## config.mk

```make
export PLATFORM = sky130hd
export DESIGN_NAME = npt_ctrl
export DESIGN_NICKNAME = d
export VERILOG_FILES = /design/src/hw/rtl/npt_pkg.sv /design/src/hw/rtl/npt_ctrl.sv
export SDC_FILE = /design/constraint.sdc
export NUM_CORES = 1
export LEC_CHECK = 0
export BUFFER_PORTS_ARGS = -buffer_cell sky130_fd_sc_hd__buf_4
export CORE_UTILIZATION = 25
export DETAILED_ROUTE_END_ITERATION = 16
export SYNTH_ARGS = -nofsm -noshare
export SYNTH_HDL_FRONTEND = slang
export SYNTH_SLANG_ARGS = --single-unit
```

## constraint.sdc

```tcl
create_clock -name clock -period 1.23 [get_ports clock]
set_clock_uncertainty 0.1 [all_clocks]
set_input_delay 0.246 -clock clock [delete_from_list [all_inputs] [get_ports clock]]
set_output_delay 0.246 -clock clock [all_outputs]
set_load 0.03 [all_outputs]
```

## src/hw/rtl/npt_pkg.sv

```systemverilog
package npt_pkg;

   localparam int SLOTS    = 8;
   localparam int NAME_LEN = 64;

   localparam int SLOT_W = (SLOTS > 1) ? $clog2(SLOTS) : 1;
   localparam int CNT_W  = $clog2(NAME_LEN);
   localparam int USED_W = 3;

   typedef struct packed {
      logic        kind;
      logic [7:0]  name_char;
      logic [31:0] offset_in;
   } npt_req_type;

   typedef struct packed {
      logic              name_ok;
      logic              found;
      logic [31:0]       offset_out;
      logic [USED_W-1:0] slot_used;
   } npt_rsp_type;

   // controller -> datapath
   typedef struct packed {
      logic accept;     // request taken this cycle
      logic rd;         // read both name stores at the scan index
      logic cmp_phase;  // registered read data feeds the slot compare
      logic wr_phase;   // registered read data is copied into the chosen slot
      logic decide;     // pick the slot, build the result
      logic load_rsp;   // move result into the output register
   } npt_cmd_type;

   // datapath -> controller
   typedef struct packed {
      logic term;       // request carries the terminating zero
      logic term_ok;    // name collected so far is valid
      logic is_update;
      logic rd_last;    // scan index sits on the last character
   } npt_stat_type;

   function automatic logic [USED_W-1:0] slot_to_used(input logic [SLOT_W-1:0] s);
      logic [SLOT_W+USED_W-1:0] w;
      w = {{USED_W{1'b0}}, s};
      return w[USED_W-1:0];
   endfunction

endpackage

```

## src/hw/rtl/npt_ctrl.sv

```systemverilog
module npt_ctrl
   import npt_pkg::*;
(
   input  logic         clock,
   input  logic         reset,
   input  logic         req_valid,
   output logic         req_ready,
   output logic         rsp_valid,
   input  logic         rsp_ready,
   input  npt_stat_type stat,
   output npt_cmd_type  cmd
);

   localparam logic [2:0] ST_IDLE     = 3'd0;
   localparam logic [2:0] ST_CMP      = 3'd1;
   localparam logic [2:0] ST_CMP_END  = 3'd2;
   localparam logic [2:0] ST_DECIDE   = 3'd3;
   localparam logic [2:0] ST_COPY     = 3'd4;
   localparam logic [2:0] ST_COPY_END = 3'd5;
   localparam logic [2:0] ST_DONE     = 3'd6;

   logic [2:0] state_ff, state_in;
   logic       rsp_valid_ff, rsp_valid_in;

   always_comb begin
      state_in  = state_ff;
      cmd       = '0;
      req_ready = 1'b0;
      case (state_ff)
         ST_IDLE: begin
            req_ready  = 1'b1;
            cmd.accept = req_valid;
            if (req_valid && stat.term) begin
               state_in = stat.term_ok ? ST_CMP : ST_DONE;
            end
         end
         ST_CMP: begin
            cmd.rd        = 1'b1;
            cmd.cmp_phase = 1'b1;
            if (stat.rd_last) begin
               state_in = ST_CMP_END;
            end
         end
         ST_CMP_END: begin
            cmd.cmp_phase = 1'b1;
            state_in      = ST_DECIDE;
         end
         ST_DECIDE: begin
            cmd.decide = 1'b1;
            state_in   = stat.is_update ? ST_COPY : ST_DONE;
         end
         ST_COPY: begin
            cmd.rd       = 1'b1;
            cmd.wr_phase = 1'b1;
            if (stat.rd_last) begin
               state_in = ST_COPY_END;
            end
         end
         ST_COPY_END: begin
            cmd.wr_phase = 1'b1;
            state_in     = ST_DONE;
         end
         ST_DONE: begin
            if (!rsp_valid_ff || rsp_ready) begin
               cmd.load_rsp = 1'b1;
               state_in     = ST_IDLE;
            end
         end
         default: begin
            state_in = ST_IDLE;
         end
      endcase
   end

   always_comb begin
      if (cmd.load_rsp) begin
         rsp_valid_in = 1'b1;
      end else if (rsp_ready) begin
         rsp_valid_in = 1'b0;
      end else begin
         rsp_valid_in = rsp_valid_ff;
      end
   end

   always_ff @(posedge clock) begin
      if (reset) begin
         state_ff     <= ST_IDLE;
         rsp_valid_ff <= 1'b0;
      end else begin
         state_ff     <= state_in;
         rsp_valid_ff <= rsp_valid_in;
      end
   end

   assign rsp_valid = rsp_valid_ff;

endmodule

```

==> flow_summary.toml <==
[die]
die_w_um = 38.4
die-area_sq_um = 1480
std_cell_rows = 12
start_util_pct = 28.3
core_area_sq_um = 1170
die_h_um = 38.4
io_pins = 16

[synth]
yosysWarnings = 0
synthTopCellsByArea = "dfxtp_1 24%, a21oi_1 7.5%, buf_6 6.8%, nor2_1 6.8%, nor3_1 6.0%"
synthDistinctLibCells = 22
yosys.area.top_type = "dfxtp_1"
yosysTopAreaCellShare_pct = 24.2
syn_area_per_cell_sq_um = 7.54
syn_inst = 44
syn_area_sq_um = 332
synth-seq-cells = 4
syn_nets = 52
ys_seq_area_share_pct = 24.2

[global_route]
grt_usage_pct = 13.5
antenna_found_initial = 0
grt_pass1_wl_um = 1320
grt_max_degree = 15
grt_pass1_vias = 330
overflow = 0

[pwr]
pwr-share-seq_pct = 18.9
clkPwrFrac_pct = 17.2
share_comb_of_total_power_pct = 63.9
power_density_nw_per_um2 = 1540
p_sw_share_pct = 39.0
intPower_w = 0.000581
p_sw_w = 0.000371
leakage_nw = 0.270
power_w = 0.000951
ir_worst_vdd_v = 0.000719

[drt]
vias = 398
first_iter_violations = 5
routed_wl_um = 831
ant_nets = 0
wl_per_cell_um = 9.66
first_pass_iters = 2
drc_errors = 0
vias_per_cell = 4.63

[timing]
whs_ns = 0.0846
relSlewSlack_pct = 78.8
grt_setup_unrepaired = "true"
max_freq_ghz = 0.676
finalCritPeriodShare_pct = 120
drv_slew = 0
timing.final.ws_setup_ns = -0.249
fin_crit_ns = 1.48
setup_viol = 9
tightest_slew_ns = 0.317
final_hold_viol_count = 0

[worst_setup_path]
worstPathArrival_ns = 1.13
cp_max_fo = 5
path_buf_inv = 2
worstPathCellList = "buf_6 > nor3_4 > and2_4 > buf_6"
path_delay_family = "flip-flops"
slowest_stage = "dfxtp_2"
crit_type = "reg2out"
crit_path_end_kind = "primary output"
cp_slowest_stage_delay_ns = 0.33
crit_required_ns = 0.88
start_kind = "flip-flop"
critPathMostFrequentCell = "buf_6"

[worst_hold_path]
hp-class = "in2reg"

[cells_and_area]
nNetsFinal = 82
drive_above_1_share_pct = 59.7
areaGrowthSynthToFinish_pct = 86.8
fin_cells = 86
diodes = 0

[clock_tree]
clk_pin_slew_ns = 0.04
clk_path_buf_depth = 2
cts_buffers = 3
clock-root-buffer = "clkbuf_4"
cts.sinks = 4
htreeDepth = 1
cts_tree = "done"
cts_hold_buf = 0
clk_latency_ns = 0.24

[run]
cap_viol_max_count = 0

[placement]
gp_congestion = 0.703
dp_cells = 77
numPortBuffers = 15
dpl.hpwl_um = 611

[outcome]
status = "finished with violations"
failed_checks = "setup timing"
[Yosys cell counts, drive strengths merged]
| library cell | count |
|---|---|
| a21oi | 6 |
| nor2 | 6 |
| nor3 | 5 |
| buf | 4 |
| dfxtp | 4 |
| inv | 4 |
| a211oi | 2 |
| nand3b | 2 |
| xnor2 | 2 |
| a311oi | 1 |
| a31oi | 1 |
| and2 | 1 |
| and2b | 1 |
| nand2 | 1 |
| nand3 | 1 |
| nand4 | 1 |
| nor4b | 1 |
| o221ai | 1 |
[placed cells by master, fill, tap and decap left out, drive strengths merged]
cell type	netlist	layout
nand2	1	1
xnor2	2	2
a21oi	6	6
nand3b	2	2
dfxtp	4	4
nor4b	1	1
buf	4	29
nor3	5	5
a311oi	1	1
a31oi	1	1
o221ai	1	1
and2	1	1
clkbuf	0	3
inv	4	4
nand4	1	1
and2b	1	1
nor2	6	6
nand3	1	1
a211oi	2	2
[worst reg2reg max path: cells and delay by family, from the launching register on]
family,cells,cell delay [ns]
buffers and inverters,1,0.17
AND/OR/NAND/NOR,1,0.35
AO/OA/AOI/OAI,3,0.25
flip-flops,1,0.37
[power by group through the flow]
stage / Combinational (W) / Sequential, W / Clock (W)
after floorplan: 0.000349 / 0.000171 / 0
after global placement: 0.000484 / 0.000187 / 0
after detailed placement: 0.000487 / 0.000187 / 0
final: 0.000608 / 0.000180 / 0.000163
after global routing: 0.000653 / 0.000185 / 0.000175
after CTS: 0.000574 / 0.000187 / 0.000167
[stage by stage]
| stage | setup TNS, ns | area (sq um) | utilization (%) | worst slack, ns |
|---|---|---|---|---|
| after floorplan | -0.486 | 359 | - | -0.201 |
| after global placement | -0.331 | 508 | 43.4 | -0.0691 |
| after detailed placement | -0.360 | 508 | 43.4 | -0.0659 |
| after CTS | -1.71 | 596 | 50.9 | -0.276 |
| after global routing | -2.27 | 619 | 52.9 | -0.303 |
| final | -1.58 | 619 | 52.9 | -0.249 |
[layer usage]
metal	part of all wire (%)	up-vias	GRT usage (%)	wire [um]
met5	0	-	0	0
met3	5.3	0	6.98	44
met1	44	175	16.1	368
met4	0	0	2.59	0
met2	50	10	21.6	418
li1	-	213	-	-
[cell type report]
cell class / instances / area (sq um)
Tap cell: 14 / 17.5
Inverter: 4 / 15.0
Multi-Input combinational cell: 32 / 225
Clock buffer: 3 / 22.5
Fill cell: 113 / 552
Timing Repair Buffer: 29 / 249
Sequential cell: 4 / 90.1
[worst paths after layout]
| path | cells after the start | slack (ns) | startpoint | end |
|---|---|---|---|---|
| setup / recovery | 4 | -0.25 | state_ff[0] | cmd[5] |
| hold reg to reg | 2 | 0.49 | state_ff[2] | rsp_valid |
| setup reg to reg | 5 | -0.13 | state_ff[2] | state_ff[1] |
| hold / removal | 2 | 0.08 | reset | state_ff[1] |
[repair_timing]
action,4_1_cts,5_1_grt
endpoints found under the setup margin,10,10
buffers inserted,4,2
resized for setup,11,3
pin swaps,8,6
[logic make-up after synthesis]
kind of cell / count (synthesis) / share of synthesized area (%)
AO/OA/AOI/OAI: 11 / 21.9
flip-flops: 4 / 24.2
buffers and inverters: 8 / 15.1
XOR/XNOR: 2 / 5.28
AND/OR/NAND/NOR: 19 / 33.6
[state kept, by name (all words and copies together) (netlist names)]
name	count
state_ff	3
rsp_valid	1
Power figures use the tool's default switching activity.
